`config.mk`:
```
export PLATFORM = sky130hd
export DESIGN_NAME = midpoint_ellipse_rasterizer
export DESIGN_NICKNAME = d
export VERILOG_FILES = /design/src/hdl/mer_pkg.sv /design/src/hdl/midpoint_ellipse_rasterizer.sv /design/src/hdl/mer_ucode_rom.sv /design/src/hdl/mer_sequencer.sv /design/src/hdl/mer_datapath.sv
export SDC_FILE = /design/constraint.sdc
export NUM_CORES = 2
export LEC_CHECK = 0
export BUFFER_PORTS_ARGS = -buffer_cell sky130_fd_sc_hd__buf_4
export CAP_MARGIN = 20
export CELL_PAD_IN_SITES_DETAIL_PLACEMENT = 1
export CELL_PAD_IN_SITES_GLOBAL_PLACEMENT = 2
export CORE_ASPECT_RATIO = 0.75
export CORE_MARGIN = 10
export CORE_UTILIZATION = 44
export CTS_CLUSTER_DIAMETER = 30
export DETAILED_ROUTE_END_ITERATION = 12
export PLACE_DENSITY_LB_ADDON = 0.08
export SYNTH_ARGS = -nofsm -noshare
export SYNTH_HDL_FRONTEND = slang
export SYNTH_SLANG_ARGS = --single-unit
export TNS_END_PERCENT = 1
```
`constraint.sdc`:
```
create_clock -name clk_i -period 16.1 [get_ports clk_i]
set_input_delay 4.83 -clock clk_i [delete_from_list [all_inputs] [get_ports clk_i]]
set_output_delay 4.83 -clock clk_i [all_outputs]
set_load 0.1 [all_outputs]
```
`src/hdl/mer_pkg.sv`:
```
`timescale 1ns / 1ps
`default_nettype none

package mer_pkg;

  // field widths
  localparam int RADIUS_BITS = 10;
  localparam int COORD_BITS  = 12;
  localparam int OFF_W       = COORD_BITS - 1;

  // datapath widths
  localparam int SQ_W     = 2 * RADIUS_BITS;
  localparam int SLOPE_W  = SQ_W + OFF_W + 3;
  localparam int DEC_W    = SQ_W + 2 * OFF_W + 6;
  localparam int MUL_A_W  = SQ_W + OFF_W + 1;
  localparam int MUL_B_W  = (SQ_W > OFF_W + 1) ? SQ_W : OFF_W + 1;
  localparam int PROD_W   = MUL_A_W + MUL_B_W;

  // micro program counter and entry points
  localparam int UPC_W = 4;
  typedef logic [UPC_W-1:0] upc_t;

  localparam upc_t UPC_FETCH  = 4'd0;
  localparam upc_t UPC_SETUP  = 4'd1;
  localparam upc_t UPC_R1     = 4'd5;
  localparam upc_t UPC_SWITCH = 4'd7;
  localparam upc_t UPC_R2     = 4'd13;

  typedef enum logic [1:0] {
    PH_IDLE,
    PH_ONE,
    PH_TWO
  } phase_e;

  typedef enum logic [3:0] {
    MUL_NONE,
    MUL_RX_RX,
    MUL_RY_RY,
    MUL_RX2_RY,
    MUL_RY2_TX,
    MUL_P_TX,
    MUL_RX2_TY,
    MUL_P_TY,
    MUL_RX2_RY2
  } mul_sel_e;

  typedef enum logic [1:0] {
    WB_NONE,
    WB_RX2,
    WB_RY2,
    WB_STY
  } wb_sel_e;

  typedef enum logic [2:0] {
    DEC_HOLD,
    DEC_LD_P,
    DEC_ADD_4P,
    DEC_SUB_4P,
    DEC_STEP
  } dec_op_e;

  typedef enum logic [1:0] {
    WALK_NONE,
    WALK_R1_MOVE,
    WALK_R2_MOVE
  } walk_op_e;

  typedef enum logic [1:0] {
    COND_NEXT,
    COND_JUMP,
    COND_Y_ZERO,
    COND_DISPATCH
  } cond_e;

  // one control word of the micro program
  typedef struct packed {
    mul_sel_e msel;
    wb_sel_e  wb;
    dec_op_e  dop;
    walk_op_e wop;
    logic     emit;
    logic     region;
    logic     set_r2;
    cond_e    cond;
    upc_t     target;
  } uword_t;

  // sequencer to datapath
  typedef struct packed {
    logic run;
    logic start;
  } ctrl_t;

  // datapath to sequencer
  typedef struct packed {
    phase_e phase;
    logic   slope_lt;
    logic   y_zero;
    logic   out_busy;
  } stat_t;

endpackage

`default_nettype wire

```
`src/hdl/midpoint_ellipse_rasterizer.sv`:
```
// start request: 4 micro steps on the shared multiplier from accept to next ready
// ordinary step request: add-only; a move-and-emit step, then a decision step; the pixel is registered on the emit step
// step that switches to region two: 5 multiplies build the new decision, then a region two step follows
// results sit in an output register, so the next request is taken while a pixel waits
// reset (rst_ni low, asynchronous) returns the sequencer to fetch, walk to idle, output empty
`timescale 1ns / 1ps
`default_nettype none

module midpoint_ellipse_rasterizer (
  input  logic                            clk_i,
  input  logic                            rst_ni,
  // request channel
  input  logic                            in_valid_i,
  output logic                            in_ready_o,
  input  logic                            cmd_i,
  input  logic [mer_pkg::RADIUS_BITS-1:0] radius_x_i,
  input  logic [mer_pkg::RADIUS_BITS-1:0] radius_y_i,
  input  logic [mer_pkg::OFF_W-1:0]       centre_x_i,
  input  logic [mer_pkg::OFF_W-1:0]       centre_y_i,
  // pixel channel
  output logic                            out_valid_o,
  input  logic                            out_ready_i,
  output logic [mer_pkg::COORD_BITS-1:0]  pixel_x_o,
  output logic [mer_pkg::COORD_BITS-1:0]  pixel_y_o,
  output logic                            region_o,
  output logic                            last_o
);
  import mer_pkg::*;

  // micro address from the sequencer, control word back from the rom
  upc_t   upc;
  uword_t uword;
  ctrl_t  ctrl;
  stat_t  stat;

  // read-only micro program: setup, region one step, region switch, region two step
  mer_ucode_rom u_rom (
    .upc_i   (upc),
    .uword_o (uword)
  );

  // step counter with dispatch on request type and walk phase;
  // holds on an emit step while the output register is still full
  mer_sequencer u_seq (
    .clk_i      (clk_i),
    .rst_ni     (rst_ni),
    .in_valid_i (in_valid_i),
    .in_ready_o (in_ready_o),
    .cmd_i      (cmd_i),
    .uword_i    (uword),
    .stat_i     (stat),
    .upc_o      (upc),
    .ctrl_o     (ctrl)
  );

  // decision terms, offsets, one shared registered multiplier,
  // and the output register that parts the pixel channel from the walk
  mer_datapath u_dp (
    .clk_i       (clk_i),
    .rst_ni      (rst_ni),
    .uword_i     (uword),
    .ctrl_i      (ctrl),
    .radius_x_i  (radius_x_i),
    .radius_y_i  (radius_y_i),
    .centre_x_i  (centre_x_i),
    .centre_y_i  (centre_y_i),
    .out_ready_i (out_ready_i),
    .stat_o      (stat),
    .out_valid_o (out_valid_o),
    .pixel_x_o   (pixel_x_o),
    .pixel_y_o   (pixel_y_o),
    .region_o    (region_o),
    .last_o      (last_o)
  );

endmodule

`default_nettype wire

```
`src/hdl/mer_ucode_rom.sv`:
```
`timescale 1ns / 1ps
`default_nettype none

module mer_ucode_rom (
  input  mer_pkg::upc_t   upc_i,
  output mer_pkg::uword_t uword_o
);
  import mer_pkg::*;

  uword_t uw;

  always_comb begin
    uw        = '0;
    uw.msel   = MUL_NONE;
    uw.wb     = WB_NONE;
    uw.dop    = DEC_HOLD;
    uw.wop    = WALK_NONE;
    uw.cond   = COND_NEXT;
    uw.target = UPC_FETCH;
    case (upc_i)
      UPC_FETCH: begin
        uw.cond = COND_DISPATCH;
      end
      // setup: rx^2, ry^2, slope in y, decision for region one
      UPC_SETUP: begin
        uw.msel = MUL_RX_RX;
      end
      UPC_SETUP + 4'd1: begin
        uw.wb   = WB_RX2;
        uw.msel = MUL_RY_RY;
        uw.dop  = DEC_LD_P;
      end
      UPC_SETUP + 4'd2: begin
        uw.wb   = WB_RY2;
        uw.msel = MUL_RX2_RY;
        uw.dop  = DEC_ADD_4P;
      end
      UPC_SETUP + 4'd3: begin
        uw.wb   = WB_STY;
        uw.dop  = DEC_SUB_4P;
        uw.cond = COND_JUMP;
      end
      // region one step
      UPC_R1: begin
        uw.wop  = WALK_R1_MOVE;
        uw.emit = 1'b1;
      end
      UPC_R1 + 4'd1: begin
        uw.dop  = DEC_STEP;
        uw.cond = COND_JUMP;
      end
      // switch to region two: new decision term
      UPC_SWITCH: begin
        uw.msel = MUL_RY2_TX;
      end
      UPC_SWITCH + 4'd1: begin
        uw.msel = MUL_P_TX;
      end
      UPC_SWITCH + 4'd2: begin
        uw.dop  = DEC_LD_P;
        uw.msel = MUL_RX2_TY;
      end
      UPC_SWITCH + 4'd3: begin
        uw.msel = MUL_P_TY;
      end
      UPC_SWITCH + 4'd4: begin
        uw.dop  = DEC_ADD_4P;
        uw.msel = MUL_RX2_RY2;
      end
      UPC_SWITCH + 4'd5: begin
        uw.dop    = DEC_SUB_4P;
        uw.set_r2 = 1'b1;
      end
      // region two step, ends the walk at y zero
      UPC_R2: begin
        uw.wop    = WALK_R2_MOVE;
        uw.emit   = 1'b1;
        uw.region = 1'b1;
        uw.cond   = COND_Y_ZERO;
      end
      UPC_R2 + 4'd1: begin
        uw.dop    = DEC_STEP;
        uw.region = 1'b1;
        uw.cond   = COND_JUMP;
      end
      default: begin
        uw.cond = COND_JUMP;
      end
    endcase
  end

  assign uword_o = uw;

endmodule

`default_nettype wire

```
`src/hdl/mer_sequencer.sv`:
```
`timescale 1ns / 1ps
`default_nettype none

module mer_sequencer (
  input  logic            clk_i,
  input  logic            rst_ni,
  input  logic            in_valid_i,
  output logic            in_ready_o,
  input  logic            cmd_i,
  input  mer_pkg::uword_t uword_i,
  input  mer_pkg::stat_t  stat_i,
  output mer_pkg::upc_t   upc_o,
  output mer_pkg::ctrl_t  ctrl_o
);
  import mer_pkg::*;

  upc_t upc_q, upc_d;
  logic stall;
  logic in_ready;
  logic start;

  // outputs of the sequencer
  always_comb begin
    stall    = uword_i.emit && stat_i.out_busy;
    in_ready = (uword_i.cond == COND_DISPATCH);
    start    = in_valid_i && in_ready && !cmd_i;
  end

  // next micro address
  always_comb begin
    upc_d = upc_q + 4'd1;
    case (uword_i.cond)
      COND_NEXT:   upc_d = upc_q + 4'd1;
      COND_JUMP:   upc_d = uword_i.target;
      COND_Y_ZERO: upc_d = stat_i.y_zero ? uword_i.target : upc_q + 4'd1;
      COND_DISPATCH: begin
        upc_d = UPC_FETCH;
        if (in_valid_i) begin
          if (!cmd_i) begin
            upc_d = UPC_SETUP;
          end else begin
            case (stat_i.phase)
              PH_ONE:  upc_d = stat_i.slope_lt ? UPC_R1 : UPC_SWITCH;
              PH_TWO:  upc_d = UPC_R2;
              default: upc_d = UPC_FETCH;
            endcase
          end
        end
      end
      default: upc_d = UPC_FETCH;
    endcase
    if (stall) begin
      upc_d = upc_q;
    end
  end

  always_ff @(posedge clk_i or negedge rst_ni) begin
    if (!rst_ni) begin
      upc_q <= UPC_FETCH;
    end else begin
      upc_q <= upc_d;
    end
  end

  assign upc_o        = upc_q;
  assign in_ready_o   = in_ready;
  assign ctrl_o.run   = !stall;
  assign ctrl_o.start = start;

  assert property (@(posedge clk_i) disable iff (!rst_ni)
    start |=> upc_q == UPC_SETUP)
    else $error("start request did not enter setup");

  assert property (@(posedge clk_i) disable iff (!rst_ni)
    stall |=> upc_q == $past(upc_q))
    else $error("micro address moved during output stall");

endmodule

`default_nettype wire

```
`src/hdl/mer_datapath.sv`:
```
`timescale 1ns / 1ps
`default_nettype none

module mer_datapath (
  input  logic                              clk_i,
  input  logic                              rst_ni,
  input  mer_pkg::uword_t                   uword_i,
  input  mer_pkg::ctrl_t                    ctrl_i,
  input  logic [mer_pkg::RADIUS_BITS-1:0]   radius_x_i,
  input  logic [mer_pkg::RADIUS_BITS-1:0]   radius_y_i,
  input  logic [mer_pkg::OFF_W-1:0]         centre_x_i,
  input  logic [mer_pkg::OFF_W-1:0]         centre_y_i,
  input  logic                              out_ready_i,
  output mer_pkg::stat_t                    stat_o,
  output logic                              out_valid_o,
  output logic [mer_pkg::COORD_BITS-1:0]    pixel_x_o,
  output logic [mer_pkg::COORD_BITS-1:0]    pixel_y_o,
  output logic                              region_o,
  output logic                              last_o
);
  import mer_pkg::*;

  // control state
  phase_e phase_q, phase_d;
  logic   out_valid_q, out_valid_d;

  // payload
  logic [RADIUS_BITS-1:0]    rx_q, rx_d, ry_q, ry_d;
  logic [SQ_W-1:0]           rx2_q, rx2_d, ry2_q, ry2_d;
  logic [OFF_W-1:0]          cx_q, cx_d, cy_q, cy_d;
  logic [OFF_W-1:0]          off_x_q, off_x_d, off_y_q, off_y_d;
  logic signed [SLOPE_W-1:0] stx_q, stx_d, sty_q, sty_d;
  logic signed [DEC_W-1:0]   dec_q, dec_d;
  logic [PROD_W-1:0]         prod_q, prod_d;
  logic [COORD_BITS-1:0]     pix_x_q, pix_x_d, pix_y_q, pix_y_d;
  logic                      region_q, region_d, last_q, last_d;

  logic [MUL_A_W-1:0]        mul_a;
  logic [MUL_B_W-1:0]        mul_b;
  logic [OFF_W:0]            tx;
  logic [OFF_W-1:0]          ty;
  logic signed [SLOPE_W-1:0] two_rx2, two_ry2;
  logic signed [SLOPE_W-1:0] ta, tb;
  logic [SQ_W-1:0]           sq_sel;
  logic [SLOPE_W:0]          step_t;
  logic [DEC_W-1:0]          p_dec, p4;
  logic                      dec_neg, dec_pos, y_zero, emit_fire;

  always_comb begin
    tx        = {off_x_q, 1'b1};
    ty        = (off_y_q == '0) ? OFF_W'(1) : off_y_q - OFF_W'(1);
    two_rx2   = {{(SLOPE_W-SQ_W-1){1'b0}}, rx2_q, 1'b0};
    two_ry2   = {{(SLOPE_W-SQ_W-1){1'b0}}, ry2_q, 1'b0};
    dec_neg   = dec_q[DEC_W-1];
    dec_pos   = !dec_q[DEC_W-1] && (dec_q != '0);
    y_zero    = (off_y_q == '0);
    emit_fire = ctrl_i.run && uword_i.emit;
    p_dec     = prod_q[DEC_W-1:0];
    p4        = {prod_q[DEC_W-3:0], 2'b00};
  end

  // shared multiplier operands
  always_comb begin
    mul_a = '0;
    mul_b = '0;
    case (uword_i.msel)
      MUL_RX_RX: begin
        mul_a = MUL_A_W'(rx_q);
        mul_b = MUL_B_W'(rx_q);
      end
      MUL_RY_RY: begin
        mul_a = MUL_A_W'(ry_q);
        mul_b = MUL_B_W'(ry_q);
      end
      MUL_RX2_RY: begin
        mul_a = MUL_A_W'(rx2_q);
        mul_b = MUL_B_W'(ry_q);
      end
      MUL_RY2_TX: begin
        mul_a = MUL_A_W'(ry2_q);
        mul_b = MUL_B_W'(tx);
      end
      MUL_P_TX: begin
        mul_a = prod_q[MUL_A_W-1:0];
        mul_b = MUL_B_W'(tx);
      end
      MUL_RX2_TY: begin
        mul_a = MUL_A_W'(rx2_q);
        mul_b = MUL_B_W'(ty);
      end
      MUL_P_TY: begin
        mul_a = prod_q[MUL_A_W-1:0];
        mul_b = MUL_B_W'(ty);
      end
      MUL_RX2_RY2: begin
        mul_a = MUL_A_W'(rx2_q);
        mul_b = MUL_B_W'(ry2_q);
      end
      default: begin
        mul_a = '0;
        mul_b = '0;
      end
    endcase
  end

  // decision step term: region one and region two share one adder
  always_comb begin
    if (uword_i.region) begin
      ta     = dec_pos ? '0 : stx_q;
      tb     = sty_q;
      sq_sel = rx2_q;
    end else begin
      ta     = stx_q;
      tb     = dec_neg ? '0 : sty_q;
      sq_sel = ry2_q;
    end
    step_t = (SLOPE_W+1)'(ta) - (SLOPE_W+1)'(tb) + (SLOPE_W+1)'(sq_sel);
  end

  always_comb begin
    phase_d     = phase_q;
    out_valid_d = out_valid_q && !out_ready_i;
    rx_d        = rx_q;
    ry_d        = ry_q;
    rx2_d       = rx2_q;
    ry2_d       = ry2_q;
    cx_d        = cx_q;
    cy_d        = cy_q;
    off_x_d     = off_x_q;
    off_y_d     = off_y_q;
    stx_d       = stx_q;
    sty_d       = sty_q;
    dec_d       = dec_q;
    prod_d      = prod_q;
    pix_x_d     = pix_x_q;
    pix_y_d     = pix_y_q;
    region_d    = region_q;
    last_d      = last_q;

    if (ctrl_i.start) begin
      rx_d    = radius_x_i;
      ry_d    = radius_y_i;
      cx_d    = centre_x_i;
      cy_d    = centre_y_i;
      off_x_d = '0;
      off_y_d = OFF_W'(radius_y_i);
      stx_d   = '0;
      phase_d = PH_ONE;
    end else if (ctrl_i.run) begin
      if (uword_i.msel != MUL_NONE) begin
        prod_d = PROD_W'(mul_a) * PROD_W'(mul_b);
      end

      case (uword_i.wb)
        WB_RX2:  rx2_d = prod_q[SQ_W-1:0];
        WB_RY2:  ry2_d = prod_q[SQ_W-1:0];
        WB_STY:  sty_d = {1'b0, prod_q[SLOPE_W-3:0], 1'b0};
        default: ;
      endcase

      case (uword_i.dop)
        DEC_LD_P:   dec_d = p_dec;
        DEC_ADD_4P: dec_d = dec_q + $signed(p4);
        DEC_SUB_4P: dec_d = dec_q - $signed(p4);
        DEC_STEP:   dec_d = dec_q + $signed({{(DEC_W-SLOPE_W-3){step_t[SLOPE_W]}},
                                             step_t, 2'b00});
        default:    ;
      endcase

      case (uword_i.wop)
        WALK_R1_MOVE: begin
          off_x_d = off_x_q + OFF_W'(1);
          stx_d   = stx_q + two_ry2;
          if (!dec_neg) begin
            off_y_d = off_y_q - OFF_W'(1);
            sty_d   = sty_q - two_rx2;
          end
        end
        WALK_R2_MOVE: begin
          if (!y_zero) begin
            off_y_d = off_y_q - OFF_W'(1);
            sty_d   = sty_q - two_rx2;
            if (!dec_pos) begin
              off_x_d = off_x_q + OFF_W'(1);
              stx_d   = stx_q + two_ry2;
            end
          end
        end
        default: ;
      endcase

      if (uword_i.set_r2) begin
        phase_d = PH_TWO;
      end

      if (emit_fire) begin
        out_valid_d = 1'b1;
        pix_x_d     = COORD_BITS'(cx_q) + COORD_BITS'(off_x_q);
        pix_y_d     = COORD_BITS'(cy_q) + COORD_BITS'(off_y_q);
        region_d    = uword_i.region;
        last_d      = y_zero;
        if (y_zero) begin
          phase_d = PH_IDLE;
        end
      end
    end
  end

  always_ff @(posedge clk_i or negedge rst_ni) begin
    if (!rst_ni) begin
      phase_q     <= PH_IDLE;
      out_valid_q <= 1'b0;
    end else begin
      phase_q     <= phase_d;
      out_valid_q <= out_valid_d;
    end
  end

  always_ff @(posedge clk_i) begin
    rx_q     <= rx_d;
    ry_q     <= ry_d;
    rx2_q    <= rx2_d;
    ry2_q    <= ry2_d;
    cx_q     <= cx_d;
    cy_q     <= cy_d;
    off_x_q  <= off_x_d;
    off_y_q  <= off_y_d;
    stx_q    <= stx_d;
    sty_q    <= sty_d;
    dec_q    <= dec_d;
    prod_q   <= prod_d;
    pix_x_q  <= pix_x_d;
    pix_y_q  <= pix_y_d;
    region_q <= region_d;
    last_q   <= last_d;
  end

  assign stat_o.phase    = phase_q;
  assign stat_o.slope_lt = (stx_q < sty_q);
  assign stat_o.y_zero   = y_zero;
  assign stat_o.out_busy = out_valid_q && !out_ready_i;

  assign out_valid_o = out_valid_q;
  assign pixel_x_o   = pix_x_q;
  assign pixel_y_o   = pix_y_q;
  assign region_o    = region_q;
  assign last_o      = last_q;

  assert property (@(posedge clk_i) disable iff (!rst_ni)
    emit_fire && !uword_i.region |-> !y_zero)
    else $error("region one pixel emitted with zero y offset");

  assert property (@(posedge clk_i) disable iff (!rst_ni)
    emit_fire && y_zero |=> phase_q == PH_IDLE)
    else $error("walk did not end after last pixel");

  assert property (@(posedge clk_i) disable iff (!rst_ni)
    emit_fire |-> !out_valid_q || out_ready_i)
    else $error("pixel overwrote an untaken result");

endmodule

`default_nettype wire
```
Yosys cells after proc, flatten, opt, wreduce, memory -nomap -nowiden:

Cells that the tools add are included.
W data, S select, Z words.

* flip-flop bits (word level): 301
* input port bits: 47
* output and inout port bits: 28
* logic and storage cells: 161

* add/sub/neg operators: 12
* multipliers: 1
* order comparisons: 1
* equal/unequal tests: 42
* multiplexer cells: 45
* bitwise gates (word level): 2
* reduce and logical (&&, ||, !) cells: 38

Operators with widths (count)
* $mux W34: 9
* $pmux W48 S4: 1
* $pmux W32 S5: 1
* $pmux W34 S2: 2
* $pmux W20 S5: 1
* $mux W11: 5
* $add A48 B37 Y48: 1
* $add A48 B48 Y48: 1
* $mul A32 B20 Y48: 1
* $reduce_bool A48 Y1: 1
* $sub A48 B48 Y48: 1
* $pmux W11 S2: 2
* $add A35 B20 Y35: 1
* $sub A34 B34 Y35: 1
* $add A34 B22 Y34: 1
* $lt A34 B34 Y1: 1
* $sub A34 B22 Y34: 1
* $eq A4 B3 Y1 const B: 8
* $eq A4 B4 Y1 const B: 8
* $pmux W4 S8: 1
* $add A11 B11 Y12: 2
* $mux W10: 2
* $mux W20: 1
* $reduce_or A2 Y1: 9
* 34 further kinds: 79

Longest topological paths before layout:

* depth after elaboration: 8
* depth in mapped cells: 37
* mapped depth without buffers: 34

Cells and area by module:

From an unflattened synthesis, not the netlist that was laid out.

* cell total of the unflattened synthesis: 4759
* area total of the unflattened synthesis: 42150.4 µm²

By module, submodules not included
* mer_datapath: instances 1, cells an instance 4660, area an instance 41463.5 µm², sequential area each 8423.1 µm²
* mer_sequencer: instances 1, cells an instance 55, area an instance 417.9 µm², sequential area each 100.1 µm²
* mer_ucode_rom: instances 1, cells an instance 44, area an instance 269.0 µm², sequential area each 0.0 µm²

Worst setup path before layout:

OpenSTA, ideal clock, no wires.

* path kind: register -> register
* start point: register u_dp.off_y_q[4]
* end point: register u_dp.prod_q[39], data pin
* setup time: 0.260 ns
* arrival: 8.524 ns
* required time: 15.840 ns
* path slack: 7.317 ns
* stages on the path, launching flop included: 30
* path buffers: 1
* clock period less this slack: 8.783 ns
* cells stage by stage: edfxtp_1 > or4_1 > nor3_1 > nand4b_1 > and2_0 > a221oi_1 > clkbuf_1 > nor2_1 > fa_1 > fa_1 > inv_1 > fa_1 > inv_1 > fa_1 > fa_1 > fa_1 > inv_1 > fa_1 > inv_1 > ha_1 > a21o_1 > a21o_1 > a21o_1 > a31o_2 > a221o_1 > a41o_1 > a31o_2 > a21o_1 > a21oi_1 > xnor2_1

* cells in the longest elaborated chain, start to end: 4
* elaborated cells on any way between the ends: 5
* classes of those cells: 1 x add/sub; 1 x mul; 2 x mux; 1 x reduce/logical

RTL lines
* start: declaration: line mer_datapath.sv:31 `logic [OFF_W-1:0] off_x_q, off_x_d, off_y_q, off_y_d;`
* start signal: assignment: line mer_datapath.sv:227 `off_y_q <= off_y_d;`
* $sub A11 B1 Y11 or $logic_not A11 Y1 (tied branches): line mer_datapath.sv:51 `ty = (off_y_q == '0) ? OFF_W'(1) : off_y_q - OFF_W'(1);`
* $mux W11 (*): line mer_datapath.sv:51
* $pmux W20 S5 (*): line mer_datapath.sv:66 `case (uword_i.msel)`
* $mul A32 B20 Y48 (*): line mer_datapath.sv:151 `prod_d = PROD_W'(mul_a) * PROD_W'(mul_b);`
* end signal: assignment: line mer_datapath.sv:231 `prod_q <= prod_d;`
* end: declaration: line mer_datapath.sv:34 `logic [PROD_W-1:0] prod_q, prod_d;`

Mark *: on every way between the ends. The rest lies on a longest branch, timed or not.
A chain may end at the register's enable or synchronous reset.

Worst setup path after layout:

* start point: register u_seq.upc_q[1] (netlist: u_seq.upc_o[1])
* end point: register u_dp.prod_q[39], data pin

* cells in the longest elaborated chain, start to end: 6
* elaborated cells on any way between the ends: 25
* classes of those cells: 1 x mul; 16 x eq/ne; 3 x mux; 5 x reduce/logical

RTL lines
* start: declaration: line mer_sequencer.sv:17 `upc_t upc_q, upc_d;`
* start signal: assignment: line mer_sequencer.sv:61 `upc_q <= upc_d;`
* $eq A4 B4 Y1, or another cell as far along: line mer_ucode_rom.sv:20 `case (upc_i)`
* $pmux W4 S8 (*): line mer_ucode_rom.sv:20
* $eq A4 B2 Y1, or another cell as far along: line mer_datapath.sv:66
* $reduce_or A3 Y1 (no line) or $reduce_or A2 Y1 (tied branches)
* $pmux W32 S5 or $pmux W20 S5 (tied branches): line mer_datapath.sv:66
* $mul A32 B20 Y48 (*): line mer_datapath.sv:151

Marked as above.

==> out/summary.txt <==
status - finished clean
Detail Route Antenna Nets - 0
CTS clk-pin slew, worst paths - 0.04 ns
Yosys warning count - 0
WS Path Type - reg2reg
Mapped Cells - 4,748
Final WS setup - 5.45 ns
# nets final - 5,790
pin count of the biggest net entering global routing - 80
clk sink count - 300
Cell Pwr Density - 195 mW/mm²
slowest CP cell - and3b_1
vias in the first global route - 36,900
n_diodes - 0
cts hold-fix bufs - 0
Post-synth EDFFs - 248
Ports - 75
area occupied by multi-input gates - 0.0302 mm²
RSZ-0062 raised after global routing - no
Seq/Total Area, Yosys - 20.4%
hold slack final - 0.510 ns
setup slack, reg-to-reg - 5.45 ns
H-tree levels - 3
most frequent cells after synthesis - 708 x inv_1, 702 x nand2_1, 556 x fa_1
Synth cell types - 90
GRT Util Overall - 28.3%
Cell Count, Final, Fillers Out - 6,162
Avg Synthesized Cell Area - 8.80 µm²
top_reg_cell synth - edfxtp_1
chip height - 287 µm
initial antenna violation count - 4
Via-to-Cell Ratio - 5.73
die width - 376 µm
synthesis-stage register bit count - 300
Worst Skew - 0.0633 ns
die area - 0.108 mm²
Initial Util - 44.5%
HP Class - reg2reg
Required @ worst endpoint - 16.46 ns
Synth area leaders - fa_1 27%, edfxtp_1 18%, ha_1 10%, inv_1 6.4%, nand2_1 6.3%
FF+latch area - 0.00852 mm²
Syn-to-layout area delta - 12.5%
PortBufs - 74
Cell Rows - 97
maximum vdd drop - 0.129 mV
Num CTS Buffers - 88
grt ovf - 0
HPWL Detailed - 120 mm
clock latency on the worst-skew pair - 0.67 ns
setup TNS - 0 ns
Final period util - 66.1%
Worst Max-Slew Pin Slew - 1.21 ns
Post-Syn Area - 0.0418 mm²
Yosys top cell by area - fa_1
CP bufs+invs - 7
asr flop ratio synth - 2.33%
CP Capture Type - flip-flop
1st-iter DRT viols - 2,764
routed vias - 35,300
1st-pass router iterations - 5
most common cell in the netlist - inv_1
final setup fails - 0
Largest stage delay, worst path - 0.88 ns
max_cap viols - 0
post-CTS setup buffer count - 0
fin area - 0.0470 mm²
core area - 0.0938 mm²
TritonCTS clock tree - done
first-pass GRT wire length - 234 mm
Crit path arrival time - 11.01 ns
Routed WL per cell - 24.8 µm
worst slack, placed - 5.58 ns
Final Hold Viols - 0
# DRC - 0
Slew Viols, Final - 0
gpl congestion - 0.902
relative slew slack - 18.6%
Static Leak - 21.5 nW
CTS max path bufs - 3
top cell type's share of synthesized area - 26.6%
placed insts - 5,994
Critical Path Start Type - flip-flop
Top delay family on crit path - adder cells
Max Fclk - 93.9 MHz
DP Area - 0.0440 mm²
drt total wl - 153 mm
CP max FO - 30
crit path time final - 10.65 ns
# fillers - 11,000
post_cts resized - 0
clock root buffer - clkbuf_16
layout cells sized above 1 - 6.78%
[through the flow]
step                power, mW  utilization [%]
floorplan                5.45                -
global placement         7.11             46.9
detailed placement       7.20             46.9
CTS                      9.05             50.1
global route             9.85             50.1
finish                   9.16             50.1
[cell families (layout without fill, tap and decap cells)]
group	count (synthesis)	in the layout	share of synthesized area (%)
flip-flops	300	300	20.4
adder cells (fa/ha/maj)	894	894	36.8
buffers and inverters	917	1010	8.28
AO/OA/AOI/OAI	910	910	14.0
other	2	86	0.0180
multiplexers	8	8	0.198
AND/OR/NAND/NOR	1521	1521	16.2
XOR/XNOR	196	196	4.11
[state kept, by name, summed over array words and instances (netlist names)]
signal            count
u_dp.ry2_q           20
u_dp.rx2_q           20
u_seq.upc_o           4
u_dp.last_o           1
u_dp.sty_q           34
u_dp.out_valid_o      1
u_dp.off_y_q         11
u_dp.pixel_x_o       12
u_dp.rx_q            10
u_dp.cy_q            11
u_dp.dec_q           48
u_dp.region_o         1
u_dp.ry_q            10
u_dp.off_x_q         11
u_dp.stx_q           33
u_dp.prod_q          48
u_dp.phase_q          2
u_dp.pixel_y_o       12
u_dp.cx_q            11
[cells in the final DEF, fill, tap and decap left out, types with 27 or more instances in the layout]
cell type  count
edfxtp_1     248
nor3_1        63
o21ai_0      220
xor2_1        74
o22ai_1       27
a21oi_1      251
a31oi_1       30
nand3_1       55
buf_4        135
dfxtp_1       45
inv_1        708
conb_1        86
nand2_1      701
clkbuf_16     89
ha_1         338
nor2_1       378
nand2b_1      39
xnor2_1      122
o21a_1        34
a21o_1        99
nand4_1       39
and2_1        97
fa_1         556
[worst paths after layout]
path | start | end | cells after the start
max | u_seq.upc_o[1] | u_dp.prod_q[39] | 31
min | u_dp.prod_q[46] | u_dp.dec_q[46] | 2
max reg2reg | u_seq.upc_o[1] | u_dp.prod_q[39] | 31
min reg2reg | u_dp.prod_q[46] | u_dp.dec_q[46] | 2
max in group asynchronous | rst_ni | u_seq.upc_o[1] | 1
min in group asynchronous | rst_ni | u_dp.out_valid_o | 1
[per-layer routing]
layer  up-vias  track usage [%]  share of wire, %
met3       184             4.36               6.2
met1     18300             42.0                48
met5         -                0                 0
li1      15800                -                 -
met2      1031             42.9                43
met4         0             6.59               2.3
[tightest hold or removal path, stage by stage (launching register included)]
cell and delay [ns]:
edfxtp_1 0.31, nand2_1 0.05, o21ai_0 0.06
[where the power goes]
group / total, mW / internal (mW) / switching [mW] / leakage, nW
logic: 5.68 / 2.07 / 3.61 / 17.2
registers: 1.71 / 1.29 / 0.425 / 2.83
clock network: 1.77 / 1.19 / 0.587 / 1.44
total: 9.16 / 4.54 / 4.62 / 21.5
[area by class of cell]
class,count,share of cell area (%)
multi-input cells,3615,64.3
inverters,709,5.66
repair buffers,135,2.16
clock inverters,62,1.53
clock buffers,104,4.90
well taps,1237,3.29
flip-flops and latches,300,18.1
(Power assumes the default switching activity.)
